`src/design/sbps_pkg.sv`:
```
package sbps_pkg;

  typedef struct packed {
    logic       kind;
    logic [7:0] data_byte;
  } item_t;

  typedef struct packed {
    logic       status;
    logic [7:0] read_data;
  } result_t;

  localparam logic KIND_WRITE = 1'b0;
  localparam logic KIND_READ  = 1'b1;

  localparam logic STATUS_OK   = 1'b0;
  localparam logic STATUS_FAIL = 1'b1;

  localparam logic [7:0] OP_READ_CODE    = 8'h21;
  localparam logic [7:0] OP_WRITE_CODE   = 8'h31;
  localparam logic [7:0] REG_POWER_CODE  = 8'hB3;
  localparam logic [7:0] REG_SAMPLE_CODE = 8'hC3;
  localparam logic [7:0] ADDR_RESET      = 8'hE3;

  localparam int          PADDR_WIDTH      = 3;
  localparam logic        REG_DEVICE_ADDR  = 1'b0;

  // Contents of the sample buffer after reset; entries past the tenth read zero.
  function automatic logic [7:0] sample_init(input logic [7:0] idx);
    logic [7:0] v;
    case (idx)
      8'd0:    v = 8'd238;
      8'd1:    v = 8'd54;
      8'd2:    v = 8'd191;
      8'd3:    v = 8'd174;
      8'd4:    v = 8'd103;
      8'd5:    v = 8'd228;
      8'd6:    v = 8'd184;
      8'd7:    v = 8'd57;
      8'd8:    v = 8'd206;
      8'd9:    v = 8'd13;
      default: v = 8'd0;
    endcase
    return v;
  endfunction

endpackage

```
`src/design/sbps_ram.sv`:
```
module sbps_ram #(
  parameter int WIDTH = 8,
  parameter int DEPTH = 10
) (
  input  logic                                   clk,
  input  logic                                   we,
  input  logic [(DEPTH > 1 ? $clog2(DEPTH) : 1)-1:0] waddr,
  input  logic [WIDTH-1:0]                       wdata,
  input  logic [(DEPTH > 1 ? $clog2(DEPTH) : 1)-1:0] raddr,
  output logic [WIDTH-1:0]                       rdata
);

  logic [WIDTH-1:0] mem [DEPTH];

  always_ff @(posedge clk) begin
    if (we) begin
      mem[waddr] <= wdata;
    end
    rdata <= mem[raddr];
  end

endmodule

```
`src/design/sbps_regs.sv`:
```
module sbps_regs (
  input  logic                            clk,
  input  logic                            rst,
  input  logic                            psel,
  input  logic                            penable,
  input  logic                            pwrite,
  input  logic [sbps_pkg::PADDR_WIDTH-1:0] paddr,
  input  logic [31:0]                     pwdata,
  output logic [31:0]                     prdata,
  output logic                            pready,
  output logic [7:0]                      device_address
);

  logic wr_en;

  assign pready = 1'b1;
  assign wr_en  = psel && penable && pwrite && (paddr[2] == sbps_pkg::REG_DEVICE_ADDR);

  always_ff @(posedge clk) begin
    if (rst) begin
      device_address <= sbps_pkg::ADDR_RESET;
    end else if (wr_en) begin
      device_address <= pwdata[7:0];
    end
  end

  always_comb begin
    prdata = 32'd0;
    if (paddr[2] == sbps_pkg::REG_DEVICE_ADDR) begin
      prdata = {24'd0, device_address};
    end
  end

endmodule

```
`src/design/sbps_engine.sv`:
```
module sbps_engine #(
  parameter int SAMPLE_DEPTH = 10,
  parameter int MODE_COUNT   = 2
) (
  input  logic                    clk,
  input  logic                    rst,
  input  logic                    fire,
  input  sbps_pkg::item_t         item,
  input  logic [7:0]              device_address,
  output sbps_pkg::result_t       result
);

  localparam int CW = SAMPLE_DEPTH > 1 ? $clog2(SAMPLE_DEPTH) : 1;

  typedef enum logic [1:0] {
    PH_IDLE,
    PH_OPEN,
    PH_REGSEL,
    PH_OPERATION
  } phase_t;

  typedef enum logic [1:0] {
    LOP_NONE,
    LOP_READ,
    LOP_WRITE
  } lop_t;

  typedef enum logic [1:0] {
    LREG_NONE,
    LREG_POWER,
    LREG_SAMPLE
  } lreg_t;

  phase_t            phase, phase_next;
  lop_t              lop, lop_next;
  lreg_t             lreg, lreg_next;
  logic [7:0]        power_mode, power_mode_next;
  logic [CW-1:0]     cursor, cursor_next, cursor_inc;
  logic [SAMPLE_DEPTH-1:0] written;
  logic              written_q;
  logic              byp;
  logic [7:0]        byp_data;
  logic [7:0]        ram_rdata;
  logic [7:0]        sample_rd;
  logic              we;
  logic              advance;
  logic [7:0]        d;

  assign d = item.data_byte;
  assign cursor_inc = (cursor == CW'(SAMPLE_DEPTH - 1)) ? '0 : cursor + 1'b1;

  // The buffer entry at the cursor is read ahead of use.
  always_comb begin
    if (byp) begin
      sample_rd = byp_data;
    end else if (written_q) begin
      sample_rd = ram_rdata;
    end else begin
      sample_rd = sbps_pkg::sample_init(8'(cursor));
    end
  end

  always_comb begin
    phase_next      = phase;
    lop_next        = lop;
    lreg_next       = lreg;
    power_mode_next = power_mode;
    we              = 1'b0;
    advance         = 1'b0;
    result.status    = sbps_pkg::STATUS_OK;
    result.read_data = 8'd0;
    if (item.kind == sbps_pkg::KIND_WRITE) begin
      case (phase)
        PH_IDLE: begin
          if (d == device_address) begin
            phase_next = PH_OPEN;
          end else begin
            result.status = sbps_pkg::STATUS_FAIL;
          end
        end
        PH_OPEN: begin
          if (d == device_address) begin
            phase_next = PH_IDLE;
          end else if (d == sbps_pkg::OP_READ_CODE) begin
            lop_next   = LOP_READ;
            phase_next = PH_REGSEL;
          end else if (d == sbps_pkg::OP_WRITE_CODE) begin
            lop_next   = LOP_WRITE;
            phase_next = PH_REGSEL;
          end else begin
            result.status = sbps_pkg::STATUS_FAIL;
          end
        end
        PH_REGSEL: begin
          if (d == device_address) begin
            phase_next = PH_IDLE;
          end else if (d == sbps_pkg::REG_POWER_CODE) begin
            lreg_next  = LREG_POWER;
            phase_next = PH_OPERATION;
          end else if (d == sbps_pkg::REG_SAMPLE_CODE) begin
            lreg_next  = LREG_SAMPLE;
            phase_next = PH_OPERATION;
          end else begin
            result.status = sbps_pkg::STATUS_FAIL;
          end
        end
        default: begin
          phase_next = PH_IDLE;
          if (lop != LOP_WRITE) begin
            result.status = sbps_pkg::STATUS_FAIL;
          end else if (lreg == LREG_POWER) begin
            if ({1'b0, d} >= 9'(MODE_COUNT)) begin
              result.status = sbps_pkg::STATUS_FAIL;
            end else begin
              power_mode_next = d;
            end
          end else if (lreg == LREG_SAMPLE) begin
            we      = 1'b1;
            advance = 1'b1;
          end
        end
      endcase
    end else begin
      phase_next = PH_IDLE;
      if (phase != PH_OPERATION || lop != LOP_READ) begin
        result.status = sbps_pkg::STATUS_FAIL;
      end else if (lreg == LREG_POWER) begin
        result.read_data = power_mode;
      end else if (lreg == LREG_SAMPLE) begin
        result.read_data = sample_rd;
        advance          = 1'b1;
      end
    end
    if (!fire) begin
      phase_next      = phase;
      lop_next        = lop;
      lreg_next       = lreg;
      power_mode_next = power_mode;
      we              = 1'b0;
      advance         = 1'b0;
    end
    cursor_next = advance ? cursor_inc : cursor;
  end

  sbps_ram #(
    .WIDTH(8),
    .DEPTH(SAMPLE_DEPTH)
  ) u_ram (
    .clk   (clk),
    .we    (we),
    .waddr (cursor),
    .wdata (d),
    .raddr (cursor_next),
    .rdata (ram_rdata)
  );

  always_ff @(posedge clk) begin
    if (rst) begin
      phase      <= PH_IDLE;
      lop        <= LOP_NONE;
      lreg       <= LREG_NONE;
      power_mode <= 8'd0;
      cursor     <= '0;
      written    <= '0;
      written_q  <= 1'b0;
      byp        <= 1'b0;
    end else begin
      phase      <= phase_next;
      lop        <= lop_next;
      lreg       <= lreg_next;
      power_mode <= power_mode_next;
      cursor     <= cursor_next;
      if (we) begin
        written[cursor] <= 1'b1;
      end
      written_q  <= written[cursor_next];
      byp        <= we && (cursor == cursor_next);
    end
    byp_data <= d;
  end

endmodule

```
`src/design/sensor_byte_protocol_slave.sv`:
```
// Byte-wise slave of a mock accelerometer.
// Each item on the item channel is one bus access: kind 0 writes data_byte to
// the device, kind 1 reads a byte from it. The device address byte opens a
// transaction, an operation byte and a register byte follow, and the fourth
// access stores or returns the power mode or one sample buffer byte.
// Every item produces exactly one result item carrying status and read_data.
// An accepted item is held in an input register, decoded when the result
// register can take it and written there, so a result item passes the input
// register and the result register. One item per cycle is sustained while
// result_ready stays high; the sample buffer read is issued ahead from the
// next cursor value, so the buffer port adds no stall.
// When the receiver holds result_ready low, the result register and the input
// register fill and item_ready falls; nothing is lost or repeated.
// The device address register sits on the APB port at byte addresses 0 to 3.
// After the synchronous reset the phase is idle, the power mode is zero,
// the cursor is zero, the buffer holds its initial samples and the device
// address is 0xE3; items are accepted in the first cycle after reset.
module sensor_byte_protocol_slave #(
  parameter int SAMPLE_DEPTH = 10,
  parameter int MODE_COUNT   = 2
) (
  input  logic                             clk,
  input  logic                             rst,
  input  logic                             item_valid,
  output logic                             item_ready,
  input  sbps_pkg::item_t                  item,
  output logic                             result_valid,
  input  logic                             result_ready,
  output sbps_pkg::result_t                result,
  input  logic                             psel,
  input  logic                             penable,
  input  logic                             pwrite,
  input  logic [sbps_pkg::PADDR_WIDTH-1:0] paddr,
  input  logic [31:0]                      pwdata,
  output logic [31:0]                      prdata,
  output logic                             pready
);

  logic              held_valid;
  sbps_pkg::item_t   held;
  logic              fire;
  sbps_pkg::result_t eng_result;
  logic [7:0]        device_address;

  assign fire       = held_valid && (!result_valid || result_ready);
  assign item_ready = !held_valid || fire;

  sbps_regs u_regs (
    .clk            (clk),
    .rst            (rst),
    .psel           (psel),
    .penable        (penable),
    .pwrite         (pwrite),
    .paddr          (paddr),
    .pwdata         (pwdata),
    .prdata         (prdata),
    .pready         (pready),
    .device_address (device_address)
  );

  sbps_engine #(
    .SAMPLE_DEPTH (SAMPLE_DEPTH),
    .MODE_COUNT   (MODE_COUNT)
  ) u_engine (
    .clk            (clk),
    .rst            (rst),
    .fire           (fire),
    .item           (held),
    .device_address (device_address),
    .result         (eng_result)
  );

  always_ff @(posedge clk) begin
    if (rst) begin
      held_valid   <= 1'b0;
      result_valid <= 1'b0;
    end else begin
      if (item_valid && item_ready) begin
        held_valid <= 1'b1;
      end else if (fire) begin
        held_valid <= 1'b0;
      end
      if (fire) begin
        result_valid <= 1'b1;
      end else if (result_ready) begin
        result_valid <= 1'b0;
      end
    end
    if (item_valid && item_ready) begin
      held <= item;
    end
    if (fire) begin
      result <= eng_result;
    end
  end

endmodule
```
`config.mk`:
```
export PLATFORM = sky130hd
export DESIGN_NAME = sensor_byte_protocol_slave
export DESIGN_NICKNAME = d
export VERILOG_FILES = /design/src/design/sbps_pkg.sv /design/src/design/sbps_ram.sv /design/src/design/sbps_regs.sv /design/src/design/sbps_engine.sv /design/src/design/sensor_byte_protocol_slave.sv
export SDC_FILE = /design/constraint.sdc
export NUM_CORES = 1
export LEC_CHECK = 0
export BUFFER_PORTS_ARGS = -buffer_cell sky130_fd_sc_hd__buf_2
export CAP_MARGIN = 5
export CORE_MARGIN = 3
export CORE_UTILIZATION = 40
export DETAILED_ROUTE_END_ITERATION = 10
export PLACE_DENSITY_LB_ADDON = 0.05
export SLEW_MARGIN = 30
export SYNTH_ARGS = -nofsm -noshare
export SYNTH_HDL_FRONTEND = slang
export SYNTH_SLANG_ARGS = --single-unit
export TNS_END_PERCENT = 100
```
`constraint.sdc`:
```
create_clock -name clk -period 6 [get_ports clk]
set_input_delay 0.6 -clock clk [delete_from_list [all_inputs] [get_ports clk]]
set_output_delay 0.6 -clock clk [all_outputs]
set_load 0.01 [all_outputs]
```
Word-level counts from Yosys, hierarchy flattened
Memory sizes are Yosys's and may differ from the RTL's. A register that Yosys moved wholly into a read port is not among the register bits.
Cells that the tools add are included.
- add/sub/neg operators: 1
- magnitude comparators: 4
- equal/unequal tests: 17
- multiplexer cells: 52
- bitwise logic cells: 7
- reduce and logical (&&, ||, !) cells: 23
- operators with widths (operator ; number):
    8-bit 2-to-1 mux ; 5
    1-bit 2-to-1 mux ; 29
    2-bit 2-to-1 mux ; 11
    8-bit by 6-bit equality test with 1-bit output (second input constant) ; 2
    8-bit equality test (second input constant) ; 2
    4-bit 2-to-1 mux ; 3
    4-bit by 5-bit less-than comparator with 1-bit output (second input constant) ; 2
    5-bit by 2-bit != test with 1-bit output (second input constant) ; 2
    10-bit bitwise OR ; 1
    5-bit AND reduction ; 2
    8-bit equality test ; 1
    8-bit by 2-bit >= comparator with 1-bit output (second input constant) ; 1
    2-bit nonzero test ; 4
    1-bit logical AND ; 7
    1-bit inverter ; 6
    2-bit case mux with 3 select lines ; 1
    6-bit AND reduction ; 1
    4-bit by 1-bit adder with 4-bit output (second input constant) ; 1
    1-bit binary-select mux with 4-bit select ; 1
    1-bit demux with 4-bit select ; 1
    2-bit by 1-bit equality test with 1-bit output (second input constant) ; 2
    2-bit equality test (second input constant) ; 2
    4-bit equality test ; 1
    4-bit equality test (second input constant) ; 1
    other kinds (11) ; 15
- bits in registers: 66
- memory bits (writable): 80
- ROM bits: 128
- input port bits: 51
- output and inout bits: 44
- logic and storage cells: 122
- memories kept: 2
- memory list (name ; depth ; bits a word ; read ports ; clocked after Yosys merged registers in ; wr ports ; line ; source):
    (name not given) ; 16 ; 8 ; 1 ; 1 ; 0 ; sbps_pkg.sv:31 ; case (idx)
    u_engine.u_ram.mem ; 10 ; 8 ; 1 ; 1 ; 1 ; sbps_ram.sv:13 ; logic [WIDTH-1:0] mem [DEPTH];

Longest topological paths before layout
Gate-level depths: netlist of run 1.
- depth in word-level cells: 10
- depth in mapped cells: 11
- depth with buffers taken out: 10

By module
From an unflattened synthesis of run 1, not the netlist that was laid out.
- cell total of the unflattened synthesis: 568
- area total of the unflattened synthesis: 7013.0 µm²
- modules (own cells, without submodules) (module ; times used ; cells each ; area each (µm²) ; sequential area each (µm²)):
    sbps_ram ; 1 ; 189 ; 3402.0 ; 2562.5
    sbps_engine ; 1 ; 281 ; 2361.0 ; 920.9
    sensor_byte_protocol_slave ; 1 ; 28 ; 644.4 ; 580.6
    sbps_regs ; 1 ; 70 ; 605.6 ; 160.2

Worst setup path after synthesis of run 1
OpenSTA, ideal clock, no wires.
- path kind: in2reg
- start: input result_ready
- end: memory u_engine.u_ram.mem[2][0], enable pin
- library setup time: 0.401 ns
- data arrival time: 2.407 ns
- required time: 5.599 ns
- path slack: 3.191 ns
- stages on the path: 5
- path buffers: 0
- path through: nand2b_1 -> nand2_1 -> inv_1 -> nand3_1 -> nor4b_1
- longest elaborated chain between the ends: 5
- ends and longest elaborated chain (what ; line ; source):
    start, declared ; sensor_byte_protocol_slave.sv:28 ; input logic result_ready,
    1-bit logical OR ; sensor_byte_protocol_slave.sv:45 ; assign fire = held_valid && (!result_valid || result_ready);
    1-bit logical AND ; sensor_byte_protocol_slave.sv:45 ;
    net fire ; sensor_byte_protocol_slave.sv:41 ; logic fire;
    1-bit 2-to-1 mux ; sbps_engine.sv:134 ; if (!fire) begin
    1-bit 2-to-1 mux ; sbps_ram.sv:16 ; if (we) begin
    1-bit 2-to-1 mux (not written as such) ; sbps_ram.sv:17 ; mem[waddr] <= wdata;
    end, declared ; sbps_ram.sv:13 ;
The timed path passes the listed nets, and every way through them passes these cells.

Worst setup path after layout of run 1
- start: register held[8] in the netlist's numbering
- end: register u_engine.u_ram.rdata[7], read port of u_engine.u_ram.mem
- longest elaborated chain between the ends: 3
- ends and longest elaborated chain (what ; line ; source):
    start, declared ; sensor_byte_protocol_slave.sv:40 ; sbps_pkg::item_t held;
    start signal, assigned ; sensor_byte_protocol_slave.sv:90 ; held <= item;
    1-bit 2-to-1 mux ; sbps_engine.sv:72 ; if (item.kind == sbps_pkg::KIND_WRITE) begin
    1-bit 2-to-1 mux ; sbps_engine.sv:134 ;
    4-bit 2-to-1 mux ; sbps_engine.sv:142 ; cursor_next = advance ? cursor_inc : cursor;
    end, declared ; sbps_ram.sv:10 ; output logic [WIDTH-1:0] rdata
Every way passes these cells.
A chain may end at the register's enable or synchronous reset.

==> out/qor.yml, run 1 <==
floorplanning:
  pin_count: 95
  fp-row-count: 47
  core_sq_um: 16700
  die_area_sq_um: 18800
  fp.dieW_um: 137.1
  die_h_um: 137.1
  initial_core_util: 0.4117
setup_path:
  path_class: "flop to flop"
  worst_path_largest_cell_delay_ns: 0.68
  cp-startpoint: "held[8]"
  reg2reg_from: "held[8]"
  crit_arrival_ns: 3.63
  worstPathRequired_ns: 6.35
  slowest_stage: "xor2_4"
  path_cells: "nor3b_4, o2111ai_4, xor2_4, buf_4, mux2i_1, a22oi_1, nand3_1, o21ai_1"
  start_kind: "flop"
  cp_max_fo: 34
  cp-end-kind: "flop"
final_layout:
  drive_above_1_share: 0.1691
  layout_common_cells: "edfxtp_1 (98), dfxtp_1 (64), mux2i_1 (52)"
  area_growth_pct: 12.90
  diodes: 0
  nFillCells: 1557
  finalInstanceArea_sq_um: 7762
  instances_no_fill: 841
  multi_input_area_sq_um: 2395
  nNetsFinal: 662
  final_common_cell: "edfxtp_1"
  seq_area_sq_um: 4224
  utilization: 0.4648
synthesis:
  syn_avg_cell_area_sq_um: 12.26
  synth-edff-count: 98
  ys_types: 60
  ys_seq_area_frac: 0.6144
  yosysWarnings: 0
  synth_area_sq_um: 6875
  async_flop_share: 0
  synth_ff_type: "edfxtp_1"
  syn_inst: 561
  synth-seq-cells: 162
hold_path:
  hp-class: "input pin to flop"
  holdCritStartpoint: "item[6]"
detailed_routing:
  wirelength_um: 15510
  met2WireLength_um: 6920
  ant_nets: 0
  wl_met3_um: 809
  drc: 0
  drt_first_pass_iters: 5
  num_vias: 4364
  wl_per_cell_um: 18.44
  vias_per_cell: 5.189
  top_layer_used: "met4"
  met1_length_um: 7529
  first_iter_violations: 297
timing:
  max_freq_mhz: 305.5
  setup-tns-final_ns: 0
  post-route-period-util: 0.5456
  hold_viol: 0
  finalMaxSlewViolations: 0
  finClkSkew_ns: 0.01645
  slew_headroom: 0.3979
  period_needed_ns: 3.274
  rsz0062_at_grt: "false"
  worst_pin_slew_ns: 0.8999
  setup_viol: 0
clocking:
  cts_resized: 0
  clock_latency_ns: 0.42
  path_clk_slew_ns: 0.06
  cts_tree: "built"
  cts_sinks: 162
  cts_buffers: 17
  holdBufCountCts: 0
  cts_root_buf: "clkbuf_16"
  post-cts-setup-buffers: 0
  clockBufferDepth: 2
  htree_levels: 4
global_routing:
  antenna_found_initial: 0
  grt_usage: 0.1712
  grt_max_degree: 35
  overflow: 0
  grt_first_pass_wirelength_um: 23560
  grt_pass1_vias: 4077
power:
  swShare: 0.2220
  powerDensity_nw_per_um2: 288.0
  power.share.clock: 0.434
  leakage_nw: 2.964
  power.combinational.fraction: 0.023
  p_sw_mw: 0.4963
  intPower_mw: 1.740
  seq_power_share: 0.543
  peakVddDrop_mv: 0.1879
  total_power_mw: 2.236
flow_run:
  maxCapViolCount: 0
placement:
  hpwl_um: 10150
  place_area_sq_um: 7222
  dpl.cell_count: 809
  io_buffers: 43
  place.gp.congestion: 0.7831
status:
  status: "finished clean"
## synthesized netlist by cell type, types with 2 or more instances
| cell | n | area share |
|---|---|---|
| a22oi_1 | 17 | 0.019 |
| nor2_1 | 45 | 0.025 |
| inv_1 | 11 | 0.0060 |
| xnor2_1 | 11 | 0.014 |
| nor2_4 | 2 | 0.0033 |
| buf_4 | 29 | 0.032 |
| o21ai_0 | 16 | 0.012 |
| nor3_1 | 7 | 0.0051 |
| edfxtp_1 | 98 | 0.43 |
| a211oi_1 | 5 | 0.0055 |
| nand3_1 | 18 | 0.013 |
| buf_6 | 4 | 0.0066 |
| nor2b_1 | 11 | 0.010 |
| buf_2 | 2 | 0.0015 |
| conb_1 | 2 | 0.0011 |
| nand2_1 | 50 | 0.027 |
| nand4_1 | 5 | 0.0045 |
| o21a_1 | 8 | 0.0087 |
| and2_1 | 9 | 0.0082 |
| a32oi_1 | 8 | 0.010 |
| or2_2 | 2 | 0.0018 |
| dfxtp_1 | 64 | 0.19 |
| o21ai_1 | 10 | 0.0073 |
| o22ai_2 | 2 | 0.0036 |
| clkbuf_1 | 13 | 0.0071 |
| o221ai_1 | 3 | 0.0038 |
| a21o_1 | 2 | 0.0022 |
| nand2b_1 | 2 | 0.0018 |
| o22ai_1 | 3 | 0.0027 |
| nor4b_1 | 2 | 0.0025 |
| a21oi_1 | 13 | 0.0095 |
| a22o_1 | 2 | 0.0025 |
| ha_1 | 3 | 0.0055 |
| nor4_1 | 3 | 0.0027 |
| nor3b_1 | 2 | 0.0022 |
| mux2i_1 | 52 | 0.076 |
| o21ai_2 | 2 | 0.0025 |
## metrics by stage
stage	worst slack [ns]	hold slack, ns
floorplan	3.191	0.4302
global placement	2.629	0.4420
detailed placement	2.630	0.4470
CTS	2.696	0.3316
global route	2.508	0.3296
finish	2.726	0.3502
## layout make-up
class | instances | area share
well taps | 220 | 0.03546
flip-flops and latches | 162 | 0.5442
repair buffers | 53 | 0.03788
clock inverters | 15 | 0.01386
inverters | 11 | 0.005319
multi-input cells | 363 | 0.3085
clock buffers | 17 | 0.05480
## sequential cells by signal, indices dropped and copies added (netlist names), 2 cells and up, named ones only
| name | flops |
|---|---|
| held | 9 |
| u_engine.u_ram.mem | 80 |
| u_engine.lreg | 2 |
| u_engine.lop | 2 |
| u_engine.written | 10 |
| u_engine.u_ram.rdata | 8 |
| result | 9 |
| u_engine.phase | 2 |
| u_engine.power_mode | 8 |
| u_engine.byp_data | 8 |
| u_engine.cursor | 4 |
| u_regs.device_address | 8 |
## final timing paths
| kind | end | slack [ns] | cells after the start |
|---|---|---|---|
| worst max-delay path | u_engine.u_ram.rdata[7] | 2.73 | 8 |
| worst min-delay path | held[6] | 0.35 | 1 |
| worst min register to register | u_engine.power_mode[2] | 0.46 | 1 |
| worst max register to register | u_engine.u_ram.rdata[7] | 2.73 | 8 |
## worst max-delay path: cells and delay by family (launching register included)
kind | cells | cell delay (ns)
and+or+nand+nor | 2 | 0.49
xor gates and xnor gates | 1 | 0.68
AOI/OAI and AO/OA | 3 | 0.67
DFF | 1 | 0.51
buffers and inverters | 1 | 0.61
muxes | 1 | 0.16
## cells by family after synthesis
kind of cell             count (synthesis)  share of synthesized area
AO/OA/AOI/OAI                          100                     0.1061
XOR/XNOR                                13                    0.02038
adder cells (fa/ha/maj)                  3                   0.005460
flip-flops                             162                     0.6144
other                                    2                   0.001092
AND/OR/NAND/NOR                        168                     0.1219
multiplexers                            53                    0.07734
buffers and inverters                   60                    0.05332
## power by group through the flow
| stage | clock network [mW] | registers [mW] | logic [mW] |
|---|---|---|---|
| after global routing | 1.04 | 1.22 | 0.0591 |
| after CTS | 0.999 | 1.21 | 0.0522 |
| after floorplan | 0 | 1.23 | 0.0426 |
| after detailed placement | 0 | 1.24 | 0.0520 |
| final | 0.971 | 1.21 | 0.0519 |
| after global placement | 0 | 1.24 | 0.0514 |
## metal layers
layer  vias up  global-route usage
li1       2098                   -
met1      2102              0.2514
met2       143              0.2512
met3        21             0.03676
met4         0             0.05820
met5         -                   0
No activity file was read; power rests on OpenSTA's default activity.
==> inputs of run 2 (changes only) <==
clock period = 2.9 ns   (was 6 ns; I/O delays follow)
==> run 2 against run 1 <==
  * Power is 130% higher
  * Clock skew down 0.0088 ns
  * Clock power is 150% higher
  * Cell count is 1.7% higher
  * Count of clock-buffer cells in the layout is 2 higher
  * Global-route usage increased by 0.39 points
  * Non-clock buffer count grew 14
  * Hold slack worse by 0.31 ns
  * Critical path depth up 1
  * Combinational power rose by 130%
  * Largest cell class unchanged
==> out/qor.yml, run 2 (same netlist as run 1, synthesis figures left out) <==
timing:
  slew_headroom: 0.5003  # +0.1024
  post-route-period-util: 0.8790  # +0.3334
  period_needed_ns: 2.549  # -0.7246 ns
  setup-tns-final_ns: 0  # unchanged
  finClkSkew_ns: 0.007638  # -0.008811 ns
  worst_pin_slew_ns: 0.7496  # -0.1503 ns
  max_freq_mhz: 392.3  # +28%
  finalMaxSlewViolations: 0  # unchanged
  hold_viol: 0  # unchanged
  rsz0062_at_grt: "false"
  setup_viol: 0  # unchanged
detailed_routing:
  wirelength_um: 15580  # +0.41%
  first_iter_violations: 285  # -4.0%
  vias_per_cell: 5.087  # -2.0%
  ant_nets: 0  # unchanged
  drt_first_pass_iters: 4  # -1
  wl_per_cell_um: 18.22  # -1.2%
  drc: 0  # unchanged
  num_vias: 4349  # -0.34%
setup_path:
  reg2reg_depth: 9  # +1
  cp_common_cell: "nand2_1"
  worst_path_largest_cell_delay_ns: 0.51  # -0.17 ns
  path_cells: "nor3b_4, o21ai_2, o21ai_1, nand2_1, nand2_1, ha_1, o22ai_1, a22oi_1, o221ai_1"
  r2r_slack_ns: 0.35  # -2.38 ns
  cp-end-kind: "flop"
  worstPathRequired_ns: 3.19  # -3.16 ns
  cp_max_fo: 7  # -79%
  start_kind: "flop"
  slowest_stage: "edfxtp_1"
  crit_arrival_ns: 2.84  # -0.79 ns
  path_class: "flop to flop"
  reg2reg_from: "held[8]"
final_layout:
  nFillCells: 1554  # -0.19%
  nNetsFinal: 676  # +2.1%
  layout_common_cells: "edfxtp_1 (98), dfxtp_1 (64), mux2i_1 (52)"
  largest_reg_flops: 80  # unchanged
  final_common_cell: "edfxtp_1"
  multi_input_area_sq_um: 2387  # -0.31%
  area_growth_pct: 16.01
  drive_above_1_share: 0.1827  # +0.01360
  seq_area_sq_um: 4224  # unchanged
  finalInstanceArea_sq_um: 7976  # +2.8%
  reg_top3: "u_engine.u_ram.mem x80, u_engine.written x10"
  diodes: 0  # unchanged
  largest_register: "u_engine.u_ram.mem"
power:
  seq_power_share: 0.497  # -0.046
  peakVddDrop_mv: 0.3960  # +110%
  power.combinational.fraction: 0.024  # about the same
  p_sw_mw: 1.003  # +100%
  leakage_nw: 3.098  # +4.5%
  powerDensity_nw_per_um2: 632.1  # +120%
  intPower_mw: 4.039  # +130%
  swShare: 0.1990  # -0.02301
  power.share.clock: 0.480  # +0.046
placement:
  place_area_sq_um: 7336  # +1.6%
  io_buffers: 43  # unchanged
  hpwl_um: 10460  # +3.1%
  place.gp.congestion: 0.8018  # +2.4%
floorplanning:
  die_area_sq_um: 18800  # unchanged
  fp.dieW_um: 137.1  # unchanged
  die_h_um: 137.1  # unchanged
  core_sq_um: 16700  # unchanged
  fp-row-count: 47  # unchanged
  initial_core_util: 0.4117  # unchanged
  pin_count: 95  # unchanged
clocking:
  holdBufCountCts: 0  # unchanged
  cts_buffers: 17  # unchanged
  cts_tree: "built"
  cts_root_buf: "clkbuf_16"
  path_clk_slew_ns: 0.06  # about the same
  cts_resized: 0  # unchanged
  post-cts-setup-buffers: 0  # unchanged
  htree_levels: 4  # unchanged
  clockBufferDepth: 2  # unchanged
  clock_latency_ns: 0.42  # about the same
  cts_sinks: 162  # unchanged
hold_path:
  holdCritStartpoint: "item[7]"
  hold_path_end: "held[7]"
  worstHoldPathCells: 1  # unchanged
  hp-class: "input pin to flop"
status:
  status: "finished clean"
global_routing:
  grt_max_degree: 32  # -8.6%
  grt_usage: 0.1752  # +0.003947
  overflow: 0  # unchanged
  grt_pass1_vias: 4171  # +2.3%
  antenna_found_initial: 0  # unchanged
  grt_first_pass_wirelength_um: 24210  # +2.8%
flow_run:
  maxCapViolCount: 0  # unchanged
## run 2: layout make-up
| class | count | area share |
|---|---|---|
| clock buffer | 19 | 0.05427 |
| clock inverter | 13 | 0.02604 |
| inverter | 11 | 0.005176 |
| multi-input combinational | 363 | 0.2993 |
| sequential | 162 | 0.5296 |
| tap | 220 | 0.03451 |
| timing repair buffer | 67 | 0.05114 |
## run 2: metrics by stage
stage / instances / power [mW] / hold slack, ns / util / worst slack, ns
after floorplan: 585 / 2.628 / 0.3739 / - / 0.3760
after global placement: 823 / 2.671 / 0.4424 / 0.4392 / 0.4246
after detailed placement: 823 / 2.675 / 0.4499 / 0.4392 / 0.3739
after CTS: 855 / 5.105 / 0.02456 / 0.4776 / 0.3438
after global routing: 855 / 5.224 / 0.02382 / 0.4776 / 0.08592
final: 855 / 5.042 / 0.04236 / 0.4776 / 0.3510
## run 2: power by group through the flow
stage | Clock (mW) | Combinational, mW | Sequential (mW)
after CTS | 2.48 | 0.120 | 2.51
after floorplan | 0 | 0.0880 | 2.54
after global placement | 0 | 0.118 | 2.55
final | 2.42 | 0.119 | 2.50
after global routing | 2.58 | 0.137 | 2.51
after detailed placement | 0 | 0.120 | 2.56
## run 2: worst max path at each step
stage / from / to / slack, ns / depth (start not counted)
4_1_cts: held[8] / flop / 0.34 / 9
3_5_place_dp: held[8] / flop / 0.37 / 9
2_1_floorplan: result_valid / u_engine.u_ram.mem[2][0] / 0.38 / 5
6_report: held[8] / flop / 0.35 / 9
5_1_grt: held[8] / flop / 0.09 / 9
3_3_place_gp: held[8] / flop / 0.42 / 9
## run 2: routing by layer
layer,wire (um),vias up,share of wire,track usage
met1,7806,2109,0.50,0.2606
met2,6949,98,0.45,0.2548
met5,0,-,0,0
met4,191,0,0.012,0.04989
met3,628,15,0.040,0.04191
li1,-,2127,-,-
## run 2: worst max-delay path: cells and delay by family, from the launching register on
kind | cells | cell delay, ns
AO/OA/AOI/OAI | 5 | 0.94
AND/OR/NAND/NOR | 3 | 0.69
flip-flops | 1 | 0.51
adder cells (fa/ha/maj) | 1 | 0.29
